--- config.mk ---
export PLATFORM = sky130hd
export DESIGN_NAME = merge_sorter_top
export DESIGN_NICKNAME = d
export VERILOG_FILES = /design/src/hw/rtl/msort_pkg.sv /design/src/hw/rtl/msort_ram.sv /design/src/hw/rtl/msort_merge.sv /design/src/hw/rtl/merge_sorter_top.sv
export VERILOG_INCLUDE_DIRS = /design/src /design/src/hw/rtl
export SDC_FILE = /design/constraint.sdc
export NUM_CORES = 2
export LEC_CHECK = 0
export BUFFER_PORTS_ARGS = -buffer_cell sky130_fd_sc_hd__clkbuf_2
export CAP_MARGIN = 40
export CORE_ASPECT_RATIO = 0.5
export CORE_MARGIN = 4
export CORE_UTILIZATION = 50
export DETAILED_ROUTE_END_ITERATION = 12
export PLACE_DENSITY_LB_ADDON = 0.08
export SLEW_MARGIN = 20
export SYNTH_ARGS = -nofsm -noshare
export SYNTH_HDL_FRONTEND = slang
export SYNTH_HIERARCHICAL = 1
export SYNTH_SLANG_ARGS = --single-unit
--- constraint.sdc ---
create_clock -name clk_i -period 12.6 [get_ports clk_i]
set_input_delay 0.63 -clock clk_i [delete_from_list [all_inputs] [get_ports clk_i]]
set_output_delay 0.63 -clock clk_i [all_outputs]
set_load 0.01 [all_outputs]
--- src/hw/rtl/assert_macros.svh ---
// Assertion macros used by the merge sorter top level.
`ifndef ASSERT_MACROS_SVH
`define ASSERT_MACROS_SVH

// A property that must hold at every rising clock edge outside reset.
`define ASSERT_CLKD(lbl, clk, rst_n, prop, msg) \
  lbl: assert property (@(posedge clk) disable iff (!rst_n) (prop)) else $error(msg);

// An implication checked at every rising clock edge outside reset.
`define ASSERT_IMPL(lbl, clk, rst_n, ante, cons, msg) \
  lbl: assert property (@(posedge clk) disable iff (!rst_n) (ante) |-> (cons)) \
    else $error(msg);

`endif

--- src/hw/rtl/msort_pkg.sv ---
// Types and constants shared by the merge sorter modules.
package msort_pkg;

  localparam int DATA_W        = 32;
  localparam int MAX_ITEMS_DEF = 16;

  typedef struct packed {
    logic signed [DATA_W-1:0] value;
    logic                     is_last;
  } in_item_t;

  typedef struct packed {
    logic signed [DATA_W-1:0] sorted_value;
    logic                     end_of_set;
    logic                     overflow;
  } out_item_t;

  // Status from the merge sequencer to the top level.
  typedef struct packed {
    logic done;
    logic src_sel;
  } merge_stat_t;

endpackage

--- src/hw/rtl/msort_ram.sv ---
// Generic RAM with one write port and two registered read ports.
module msort_ram #(
  parameter int WIDTH = 32,
  parameter int DEPTH = 16
) (
  input  logic                     clk_i,
  input  logic                     we_i,
  input  logic [$clog2(DEPTH)-1:0] waddr_i,
  input  logic [WIDTH-1:0]         wdata_i,
  input  logic [$clog2(DEPTH)-1:0] raddr_a_i,
  input  logic [$clog2(DEPTH)-1:0] raddr_b_i,
  output logic [WIDTH-1:0]         rdata_a_o,
  output logic [WIDTH-1:0]         rdata_b_o
);

  logic [WIDTH-1:0] mem_q [DEPTH];

  always_ff @(posedge clk_i) begin
    if (we_i) begin
      mem_q[waddr_i] <= wdata_i;
    end
    rdata_a_o <= mem_q[raddr_a_i];
    rdata_b_o <= mem_q[raddr_b_i];
  end

endmodule

--- src/hw/rtl/msort_merge.sv ---
// Bottom-up merge sequencer with one shared signed comparator.
module msort_merge #(
  parameter int MAX_ITEMS = msort_pkg::MAX_ITEMS_DEF
) (
  input  logic                                clk_i,
  input  logic                                rst_ni,
  input  logic                                start_i,
  input  logic [$clog2(MAX_ITEMS+1)-1:0]      n_i,
  input  logic signed [msort_pkg::DATA_W-1:0] va_i,
  input  logic signed [msort_pkg::DATA_W-1:0] vb_i,
  output logic [$clog2(MAX_ITEMS)-1:0]        rd_a_o,
  output logic [$clog2(MAX_ITEMS)-1:0]        rd_b_o,
  output logic                                we_o,
  output logic [$clog2(MAX_ITEMS)-1:0]        waddr_o,
  output logic [msort_pkg::DATA_W-1:0]        wdata_o,
  output msort_pkg::merge_stat_t              stat_o
);

  localparam int IW = $clog2(MAX_ITEMS);
  localparam int CW = $clog2(MAX_ITEMS + 1);
  localparam int SW = CW + 2;

  typedef enum logic [3:0] {
    M_IDLE  = 4'b0001,
    M_SETUP = 4'b0010,
    M_MERGE = 4'b0100,
    M_DONE  = 4'b1000
  } mstate_e;

  mstate_e       state_q, state_d;
  logic [CW-1:0] n_q, n_d;
  logic [CW:0]   width_q, width_d;
  logic [CW-1:0] lo_q, lo_d, mid_q, mid_d, hi_q, hi_d;
  logic [CW-1:0] a_q, a_d, b_q, b_d, k_q, k_d;
  logic          parity_q, parity_d;

  logic [SW-1:0] sum_mid, sum_hi;
  logic [CW-1:0] mid_c, hi_c;
  logic          a_more, b_more, take_a, k_last;

  // Run bounds of the pair that starts at lo, clipped to the set size.
  assign sum_mid = SW'(lo_q) + SW'(width_q);
  assign sum_hi  = SW'(lo_q) + {width_q, 1'b0};
  assign mid_c   = (sum_mid > SW'(n_q)) ? n_q : sum_mid[CW-1:0];
  assign hi_c    = (sum_hi > SW'(n_q)) ? n_q : sum_hi[CW-1:0];

  assign a_more = a_q < mid_q;
  assign b_more = b_q < hi_q;
  assign take_a = a_more && (!b_more || (va_i < vb_i));
  assign k_last = ({1'b0, k_q} + (CW+1)'(1)) == {1'b0, hi_q};

  always_comb begin
    state_d  = state_q;
    n_d      = n_q;
    width_d  = width_q;
    lo_d     = lo_q;
    mid_d    = mid_q;
    hi_d     = hi_q;
    a_d      = a_q;
    b_d      = b_q;
    k_d      = k_q;
    parity_d = parity_q;
    unique case (state_q)
      M_IDLE: begin
        if (start_i) begin
          n_d      = n_i;
          width_d  = (CW+1)'(1);
          lo_d     = '0;
          parity_d = 1'b0;
          state_d  = (n_i <= CW'(1)) ? M_DONE : M_SETUP;
        end
      end
      M_SETUP: begin
        mid_d   = mid_c;
        hi_d    = hi_c;
        a_d     = lo_q;
        b_d     = mid_c;
        k_d     = lo_q;
        state_d = M_MERGE;
      end
      M_MERGE: begin
        if (take_a) begin
          a_d = a_q + CW'(1);
        end else begin
          b_d = b_q + CW'(1);
        end
        k_d = k_q + CW'(1);
        if (k_last) begin
          lo_d    = hi_q;
          state_d = M_SETUP;
          if (hi_q == n_q) begin
            // End of a pass: the runs double and the buffers swap roles.
            width_d  = {width_q[CW-1:0], 1'b0};
            lo_d     = '0;
            parity_d = ~parity_q;
            if ({width_q, 1'b0} >= SW'(n_q)) begin
              state_d = M_DONE;
            end
          end
        end
      end
      M_DONE: begin
        state_d = M_IDLE;
      end
      default: begin
        state_d = M_IDLE;
      end
    endcase
  end

  always_ff @(posedge clk_i or negedge rst_ni) begin
    if (!rst_ni) begin
      state_q  <= M_IDLE;
      parity_q <= 1'b0;
    end else begin
      state_q  <= state_d;
      parity_q <= parity_d;
    end
  end

  always_ff @(posedge clk_i) begin
    n_q     <= n_d;
    width_q <= width_d;
    lo_q    <= lo_d;
    mid_q   <= mid_d;
    hi_q    <= hi_d;
    a_q     <= a_d;
    b_q     <= b_d;
    k_q     <= k_d;
  end

  // Read addresses follow the next pointers so the registered data matches a_q and b_q.
  assign rd_a_o  = a_d[IW-1:0];
  assign rd_b_o  = b_d[IW-1:0];
  assign we_o    = (state_q == M_MERGE);
  assign waddr_o = k_q[IW-1:0];
  assign wdata_o = take_a ? va_i : vb_i;

  assign stat_o.done    = (state_q == M_DONE);
  assign stat_o.src_sel = parity_q;

endmodule

--- src/hw/rtl/merge_sorter_top.sv ---
// Merge sorter top level: set loading, sort sequencing and result output.
//
// Input items (value, is_last) arrive on a valid/stall channel. Each accepted
// value is written to the store; the item with is_last ends the set. Items
// beyond MAX_ITEMS are dropped and mark every result of that set as overflow.
// After the last item the block stalls its input while it sorts and outputs:
// a bottom-up merge over two ping-pong buffers, one compared and written
// value per cycle in the merge state, with ceil(log2 n) passes, a setup
// state before each run pair and a closing done state. The sorted values
// then leave on the output channel, smallest first, each passing a read
// state and then a load state; end_of_set marks the last one.
// The result sits in an output register; when the receiver stalls, the
// output phase waits and nothing is lost. The next set may start loading
// while the final result of the previous one still waits to be taken.
// Reset empties the store count, clears the overflow flag and the output
// valid flag; stored values and the output data are not cleared.
`include "assert_macros.svh"

module merge_sorter_top #(
  parameter int MAX_ITEMS = msort_pkg::MAX_ITEMS_DEF
) (
  input  logic                 clk_i,
  input  logic                 rst_ni,
  input  logic                 in_valid_i,
  output logic                 in_stall_o,
  input  msort_pkg::in_item_t  in_item_i,
  output logic                 out_valid_o,
  input  logic                 out_stall_i,
  output msort_pkg::out_item_t out_item_o
);

  localparam int IW = $clog2(MAX_ITEMS);
  localparam int CW = $clog2(MAX_ITEMS + 1);
  localparam int DW = msort_pkg::DATA_W;

  typedef enum logic [3:0] {
    ST_IDLE    = 4'b0001,
    ST_SORT    = 4'b0010,
    ST_EMIT_RD = 4'b0100,
    ST_EMIT_WR = 4'b1000
  } state_e;

  state_e               state_q, state_d;
  logic [CW-1:0]        count_q, count_d;
  logic [CW-1:0]        k_q, k_d;
  logic                 ovf_q, ovf_d;
  logic                 out_valid_q, out_valid_d;
  msort_pkg::out_item_t out_q, out_d;

  logic                   accept, room, load_we, start, slot_free;
  logic [CW-1:0]          count_inc;
  logic [IW-1:0]          m_rd_a, m_rd_b, m_waddr, rd_a;
  logic                   m_we;
  logic [DW-1:0]          m_wdata;
  msort_pkg::merge_stat_t mstat;

  logic          we0, we1;
  logic [IW-1:0] waddr0;
  logic [DW-1:0] wdata0;
  logic [DW-1:0] r0a, r0b, r1a, r1b;
  logic signed [DW-1:0] va, vb;

  assign in_stall_o = (state_q != ST_IDLE);
  assign accept     = in_valid_i && !in_stall_o;
  assign room       = count_q < CW'(MAX_ITEMS);
  assign load_we    = accept && room;
  assign count_inc  = room ? count_q + CW'(1) : count_q;
  assign start      = accept && in_item_i.is_last;
  assign slot_free  = !out_valid_q || !out_stall_i;

  always_comb begin
    state_d     = state_q;
    count_d     = count_q;
    k_d         = k_q;
    ovf_d       = ovf_q;
    out_valid_d = out_valid_q && out_stall_i;
    out_d       = out_q;
    unique case (state_q)
      ST_IDLE: begin
        if (accept) begin
          count_d = count_inc;
          if (!room) begin
            ovf_d = 1'b1;
          end
          if (in_item_i.is_last) begin
            state_d = ST_SORT;
          end
        end
      end
      ST_SORT: begin
        if (mstat.done) begin
          k_d     = '0;
          state_d = ST_EMIT_RD;
        end
      end
      ST_EMIT_RD: begin
        state_d = ST_EMIT_WR;
      end
      ST_EMIT_WR: begin
        if (slot_free) begin
          out_valid_d        = 1'b1;
          out_d.sorted_value = va;
          out_d.end_of_set   = (k_q + CW'(1)) == count_q;
          out_d.overflow     = ovf_q;
          k_d                = k_q + CW'(1);
          if ((k_q + CW'(1)) == count_q) begin
            count_d = '0;
            ovf_d   = 1'b0;
            state_d = ST_IDLE;
          end else begin
            state_d = ST_EMIT_RD;
          end
        end
      end
      default: begin
        state_d = ST_IDLE;
      end
    endcase
  end

  always_ff @(posedge clk_i or negedge rst_ni) begin
    if (!rst_ni) begin
      state_q     <= ST_IDLE;
      count_q     <= '0;
      k_q         <= '0;
      ovf_q       <= 1'b0;
      out_valid_q <= 1'b0;
    end else begin
      state_q     <= state_d;
      count_q     <= count_d;
      k_q         <= k_d;
      ovf_q       <= ovf_d;
      out_valid_q <= out_valid_d;
    end
  end

  always_ff @(posedge clk_i) begin
    out_q <= out_d;
  end

  assign out_valid_o = out_valid_q;
  assign out_item_o  = out_q;

  msort_merge #(
    .MAX_ITEMS(MAX_ITEMS)
  ) u_merge (
    .clk_i   (clk_i),
    .rst_ni  (rst_ni),
    .start_i (start),
    .n_i     (count_inc),
    .va_i    (va),
    .vb_i    (vb),
    .rd_a_o  (m_rd_a),
    .rd_b_o  (m_rd_b),
    .we_o    (m_we),
    .waddr_o (m_waddr),
    .wdata_o (m_wdata),
    .stat_o  (mstat)
  );

  // Buffer 0 takes the loaded set; each pass writes the buffer it does not read.
  assign we0    = load_we || (m_we && mstat.src_sel);
  assign we1    = m_we && !mstat.src_sel;
  assign waddr0 = load_we ? count_q[IW-1:0] : m_waddr;
  assign wdata0 = load_we ? in_item_i.value : m_wdata;
  assign rd_a   = (state_q == ST_SORT) ? m_rd_a : k_q[IW-1:0];

  msort_ram #(
    .WIDTH(DW),
    .DEPTH(MAX_ITEMS)
  ) u_buf0 (
    .clk_i     (clk_i),
    .we_i      (we0),
    .waddr_i   (waddr0),
    .wdata_i   (wdata0),
    .raddr_a_i (rd_a),
    .raddr_b_i (m_rd_b),
    .rdata_a_o (r0a),
    .rdata_b_o (r0b)
  );

  msort_ram #(
    .WIDTH(DW),
    .DEPTH(MAX_ITEMS)
  ) u_buf1 (
    .clk_i     (clk_i),
    .we_i      (we1),
    .waddr_i   (m_waddr),
    .wdata_i   (m_wdata),
    .raddr_a_i (rd_a),
    .raddr_b_i (m_rd_b),
    .rdata_a_o (r1a),
    .rdata_b_o (r1b)
  );

  // After the last pass src_sel names the buffer that holds the sorted set.
  assign va = mstat.src_sel ? r1a : r0a;
  assign vb = mstat.src_sel ? r1b : r0b;

  `ASSERT_CLKD(a_count_bound, clk_i, rst_ni, count_q <= CW'(MAX_ITEMS), "store count above capacity")
  `ASSERT_IMPL(a_done_in_sort, clk_i, rst_ni, mstat.done, state_q == ST_SORT, "merge done outside sort")
  `ASSERT_IMPL(a_emit_index, clk_i, rst_ni, (state_q == ST_EMIT_RD) || (state_q == ST_EMIT_WR), k_q < count_q, "output index past set size")
  `ASSERT_IMPL(a_result_src, clk_i, rst_ni, $rose(out_valid_q), $past(state_q == ST_EMIT_WR), "result loaded outside output phase")

endmodule

After elaboration in Yosys (flattened, before gate mapping)

Memory sizes are Yosys's and may differ from the RTL's. A register that Yosys moved wholly into a read port is not among the register bits.
Cells that the tools add are included.

Add/sub/neg operators: 8
$mul: 0
Divide/modulo/power cells: 0
$lt $le $gt $ge: 8
Equality and inequality tests: 23
Shift operators: 0
Multiplexer cells: 56
Bitwise gates (word level): 1
Reduce and logical (&&, ||, !) cells: 30

Operators with widths:

| operator              | count |
|---|---|
| $mux W32              | 4 |
| $mux W5               | 13 |
| $pmux W5 S2           | 6 |
| $mux W4               | 11 |
| $lt A32 B32 Y1        | 1 |
| $add A5 B1 Y5 const B | 5 |
| $mux W6               | 3 |
| $ne A2 B2 Y1 const B  | 8 |
| $pmux W4 S4           | 1 |
| $gt A7 B5 Y1          | 2 |
| $mux W1               | 13 |
| $pmux W4 S3           | 1 |
| $pmux W6 S2           | 1 |
| $reduce_and A4 Y1     | 3 |
| $eq A5 B5 Y1          | 2 |
| $lt A5 B5 Y1          | 2 |
| $reduce_and A2 Y1     | 5 |
| $eq A4 B1 Y1 const B  | 2 |
| $eq A4 B2 Y1 const B  | 2 |
| $eq A4 B3 Y1 const B  | 2 |
| $eq A4 B4 Y1 const B  | 2 |
| $reduce_bool A2 Y1    | 4 |
| $add A5 B6 Y7         | 1 |
| $add A5 B7 Y7         | 1 |
| 15 further kinds      | 31 |

Register bits after elaboration: 96
Latch bits: 0
RAM bits: 1024
ROM bits: 0
Bits of input ports: 37
Output and inout port bits: 36
Word-level logic and storage cells: 148
Memories: 2

Memory list:

| name         | depth | width | read ports | clocked after memory_dff | write ports | line            | source |
|---|---|---|---|---|---|---|---|
| u_buf0.mem_q | 16    | 32    | 2          | 2                        | 1           | msort_ram.sv:16 | `logic [WIDTH-1:0] mem_q [DEPTH];` |
| u_buf1.mem_q | 16    | 32    | 2          | 2                        | 1           | msort_ram.sv:16 |  |

Depth between registers and ports, before layout

Depth in word-level cells: 7
Gate-level depth with buffers: 23
Gate-level depth less buffers: 16

Modules after synthesis

The synthesis kept the hierarchy.

By module, submodules not included:

| module             | times used | cells an instance | area each (µm²) |
|---|---|---|---|
| msort_ram (u_buf0) | 1          | 1141              | 24188.2 |
| msort_ram (u_buf1) | 1          | 1141              | 24186.9 |
| msort_merge        | 1          | 443               | 4398.0 |
| merge_sorter_top   | 1          | 258               | 3354.5 |

Worst setup path after synthesis

Ideal clock, no wire load.

Path kind: reg-to-reg
Start point: register u_merge.parity_q
End point: register u_buf0.rdata_a_o[10], read port of u_buf0.mem_q
Setup time: 0.120 ns
Arrival: 4.926 ns
Required time: 12.480 ns
Path slack: 7.554 ns
Cell stages (with the launch flop): 22
Buffers on the path: 7
Path through: dfrtp_1 -> buf_4 -> clkbuf_1 -> clkbuf_1 -> mux2_2 -> ha_1 -> nand4_1 -> nor4_2 -> a22oi_1 -> and3_4 -> a221oi_4 -> nand2_2 -> buf_6 -> o32a_1 -> o21ai_0 -> buf_4 -> mux2_2 -> buf_2 -> buf_2 -> mux4_2 -> a22oi_1 -> nand2_1

Cells in the longest elaborated chain, start to end: 7

RTL lines:

| item                   | line                    | source |
|---|---|---|
| start, declared        | msort_merge.sv:35       | `logic parity_q, parity_d;` |
| start signal, assigned | msort_merge.sv:117      | `parity_q <= parity_d;` |
| $mux W32               | merge_sorter_top.sv:197 | `assign va = mstat.src_sel ? r1a : r0a;` |
| net va[30]             | merge_sorter_top.sv:61  | `logic signed [DW-1:0] va, vb;` |
| $lt A32 B32 Y1         | msort_merge.sv:49       | `assign take_a = a_more && (!b_more \|\| (va_i < vb_i));` |
| $logic_or A1 B1 Y1     | msort_merge.sv:49       |  |
| $logic_and A1 B1 Y1    | msort_merge.sv:49       |  |
| $mux W5                | msort_merge.sv:82       | `if (take_a) begin` |
| $pmux W5 S2            | msort_merge.sv:63       | `unique case (state_q)` |
| net u_merge.a_d[0]     | msort_merge.sv:34       | `logic [CW-1:0] a_q, a_d, b_q, b_d, k_q, k_d;` |
| $mux W4                | merge_sorter_top.sv:166 | `assign rd_a = (state_q == ST_SORT) ? m_rd_a : k_q[IW-1:0];` |
| net rd_a[0]            | merge_sorter_top.sv:52  | `logic [IW-1:0] m_rd_a, m_rd_b, m_waddr, rd_a;` |
| end, declared          | msort_ram.sv:12         | `output logic [WIDTH-1:0] rdata_a_o,` |

The timed path passes the listed nets, and every way through them passes these cells. The select of a mux whose other input is x is not followed.
A chain may end at the register's enable or synchronous reset.

Worst setup path in the final report

Start point: register u_merge.parity_q
End point: register u_buf0.rdata_b_o[7], read port of u_buf0.mem_q

Cells in the longest elaborated chain, start to end: 6

RTL lines:

| item                | line                    | source |
|---|---|---|
| $mux W32            | merge_sorter_top.sv:197 |  |
| net va[1]           | merge_sorter_top.sv:61  |  |
| $lt A32 B32 Y1      | msort_merge.sv:49       |  |
| $logic_or A1 B1 Y1  | msort_merge.sv:49       |  |
| $logic_and A1 B1 Y1 | msort_merge.sv:49       |  |
| $mux W5             | msort_merge.sv:82       |  |
| $pmux W5 S2         | msort_merge.sv:63       |  |
| net m_rd_b[0]       | merge_sorter_top.sv:52  |  |
| end, declared       | msort_ram.sv:13         | `output logic [WIDTH-1:0] rdata_b_o` |

The timed path passes the listed nets, and every way through them passes these cells. The select of a mux whose other input is x is not followed.

==> results_dict.tcl <==
set metrics [dict create \
    grt_pass1_wl_um 224000 \
    cp.required_ns 13.21 \
    ys_top_cells_by_area "edfxtp_1, mux4_2, dfxtp_1" \
    synth_xor_area_share_pct 0.468 \
    initial_core_util_pct 50.7 \
    worstMarginPinSlew_ns 0.936 \
    grt_max_degree 129 \
    die_area_um2 118000 \
    drc 0 \
    netlist_instances 2983 \
    setup_tns_ns 0 \
    routabilityCongestion 0.802 \
    yosys_warnings 6 \
    critPathLaunch "u_merge/parity_q" \
    crit_arrival_ns 8.22 \
    post-route-period-util_pct 60.4 \
    clock.fmax_mhz 132 \
    avgSynthCellArea_um2 18.8 \
    synth_edf_count 1091 \
    cts_root_buffer "clkbuf_16" \
    first_iter_violations 3796 \
    clk_path_buf_depth 3 \
    track_usage_pct 27.0 \
    post_cts_buffers 0 \
    startpoint_type "register" \
    num-fill-cells 8270 \
    ios 73 \
    mostFrequentLayoutCell "edfxtp_1" \
    hold_viol 0 \
    worstSetupPathType "register to register" \
    rsz0062_at_grt "no" \
    tritoncts "done" \
    via_per_inst 6.65 \
    path_clk_slew_ns 0.07 \
    drv_slew 0 \
    clk_latency_ns 0.73 \
    endpoint "u_buf0/rdata_b_o[7]" \
    postLayoutCellArea_um2 62300 \
    route.vias.total 30800 \
    netlist.area_leader.share_pct 58.4 \
    row_count 86 \
    maxCapViolCount 0 \
    regArea_um2 36000 \
    synth_mux_area_share_pct 23.8 \
    reg2reg_slack_ns 5.00 \
    async_flop_share_pct 1.68 \
    reg2reg_from "u_merge/parity_q" \
    synthAdderAreaFrac_pct 1.56 \
    placedInstanceArea_um2 58400 \
    drive_gt1_share_pct 34.0 \
    fp.dieW_um 482 \
    ys_seq_area_share_pct 64.2 \
    final_util_pct 56.3 \
    synthSimpleGateAreaFrac_pct 2.84 \
    synth_seq_cells 1248 \
    grt_pass1_vias 31000 \
    period_minus_slack_ns 7.60 \
    synth_nets 3089 \
    min_path_type "primary input to register" \
    synth_compound_area_share_pct 4.84 \
    synth_area_leader_cell "edfxtp_1" \
    overflow 0 \
    clock_sinks 1248 \
    finish.net_count 3146 \
    ant_nets 0 \
    cts.htree.levels 3 \
    synth_top_family_by_area "multiplexers" \
    numCtsBuffers 110 \
    synth_flop_cell "edfxtp_1" \
    multi_input_area_um2 19200 \
    ys_types 70 \
    ir_worst_vdd_mv 0.178 \
    status "complete, no violations" \
    wl_per_cell_um 34.1 \
    power_leakage_nw 20.0 \
    worstHoldStart "out_stall_i" \
    instances_no_fill 4635 \
    dr.pass1.iters 6 \
    setup_viol 0 \
    post-place-cells 4418 \
    clock_skew_ns 0.0219 \
    power.density_nw_per_um2 216 \
    end_kind "register" \
    areaGrowthSynthToFinish_pct 11.0 \
    synth_area_um2 56100 \
    relSlewSlack_pct 37.6 \
    dp_hpwl_um 89200 \
    critical_path.max_fanout 100 \
    layout_common_cells "edfxtp_1, mux4_2, a22oi_1, nand2_1, dfxtp_1" \
    portBuffers 72 \
    coreArea_um2 111000 \
    fp.dieH_um 245 \
    reg2reg_depth 17 \
    antenna_found_initial 7 \
    r2r-end "u_buf0/rdata_b_o[7]" \
    drt_wl_total_um 158000 \
]
==> worst min-delay path by stage <==
stage,end,slack [ns],depth (start not counted)
2_1_floorplan,count_q[0],0.33,0
3_3_place_gp,out_item_o[0],0.44,0
3_5_place_dp,out_item_o[0],0.44,0
4_1_cts,state_q[3],0.14,3
5_1_grt,state_q[3],0.19,3
6_report,state_q[3],0.19,3
==> flip-flops by register name (all words and copies together) (netlist names), 6 cells and up <==
signal and cells:
u_buf1/mem_q 512, u_buf0/rdata_a_o 32, out_item_o 34, u_buf0/rdata_b_o 32, u_buf1/rdata_a_o 32, u_merge/width_q 6, u_buf0/mem_q 512, u_buf1/rdata_b_o 32
==> cells in the mapped netlist (all sizes together) (8+ instances only) <==
| master | instances |
|---|---|
| nor2 | 42 |
| ha | 67 |
| nor2b | 14 |
| dfxtp | 136 |
| dfrtp | 19 |
| mux2 | 148 |
| a22oi | 265 |
| mux4 | 512 |
| nand2 | 175 |
| xnor2 | 18 |
| xor2 | 12 |
| a21o | 8 |
| inv | 57 |
| clkbuf | 88 |
| nor3 | 15 |
| nand3 | 16 |
| buf | 122 |
| and2 | 13 |
| nand2b | 16 |
| a21oi | 30 |
| edfxtp | 1091 |
| and3 | 9 |
| o21ai | 30 |
==> stage by stage <==
step / hold WS [ns] / setup slack, ns / total power [W]
final: 0.189 / 5.00 / 0.0135
after global routing: 0.188 / 4.47 / 0.0140
after CTS: 0.144 / 4.45 / 0.0135
after detailed placement: 0.442 / 4.46 / 0.00994
after global placement: 0.437 / 4.65 / 0.00985
after floorplan: 0.334 / 7.55 / 0.00853
==> metal layers <==
layer | GRT usage, % | vias up | routed length, µm
met5 | 0 | - | 10
met4 | 6.24 | 2 | 3520
met3 | 9.45 | 237 | 19000
met2 | 39.1 | 1486 | 69500
met1 | 39.8 | 16500 | 66300
li1 | - | 12600 | -
==> worst max-delay path, stage by stage, from the launching register on <==
cell,delay [ns]
dfrtp_4,0.42
buf_4,0.22
buf_16,0.30
mux2_2,0.41
ha_1,0.29
a2111oi_0,0.68
or4b_1,0.24
a31oi_1,0.21
o211ai_1,0.63
nand2_4,0.57
o21ai_1,0.52
a221o_4,0.30
buf_16,0.27
buf_12,0.64
buf_4,0.64
mux4_2,0.58
a22oi_1,0.22
nand2_1,0.09
==> cells by family (layout without fill, tap and decap cells) <==
group,Yosys count,in the layout
buffers and inverters,268,421
AND/OR/NAND/NOR,333,333
adder cells (fa/ha/maj),69,69
XOR/XNOR,30,30
AO/OA/AOI/OAI,375,375
other,0,3
multiplexers,660,660
flip-flops,1248,1248
==> area by class of cell <==
class	instances	area share (%)
sequential	1248	57.8
multi-input combinational	1467	30.8
clock buffer	146	4.84
tap	1496	3.00
timing repair buffer	155	1.96
clock inverter	62	1.24
inverter	58	0.349
antenna	3	0.0120
==> power by group <==
group / internal (W) / switching (W) / leakage, nW / total (W)
combinational: 0.00146 / 0.00250 / 6.87 / 0.00396
sequential: 0.00568 / 0.000257 / 11.2 / 0.00594
clock: 0.00200 / 0.00156 / 1.86 / 0.00356
total: 0.00915 / 0.00431 / 20.0 / 0.0135
==> repair_timing <==
| action | CTS | global route |
|---|---|---|
| hold buffers | 1 | 0 |
| setup endpoints to repair | 0 | 0 |
| gates resized for setup | 0 | 0 |
| endpoints found under the hold margin | 19 | 0 |
(Power assumes the default switching activity.)
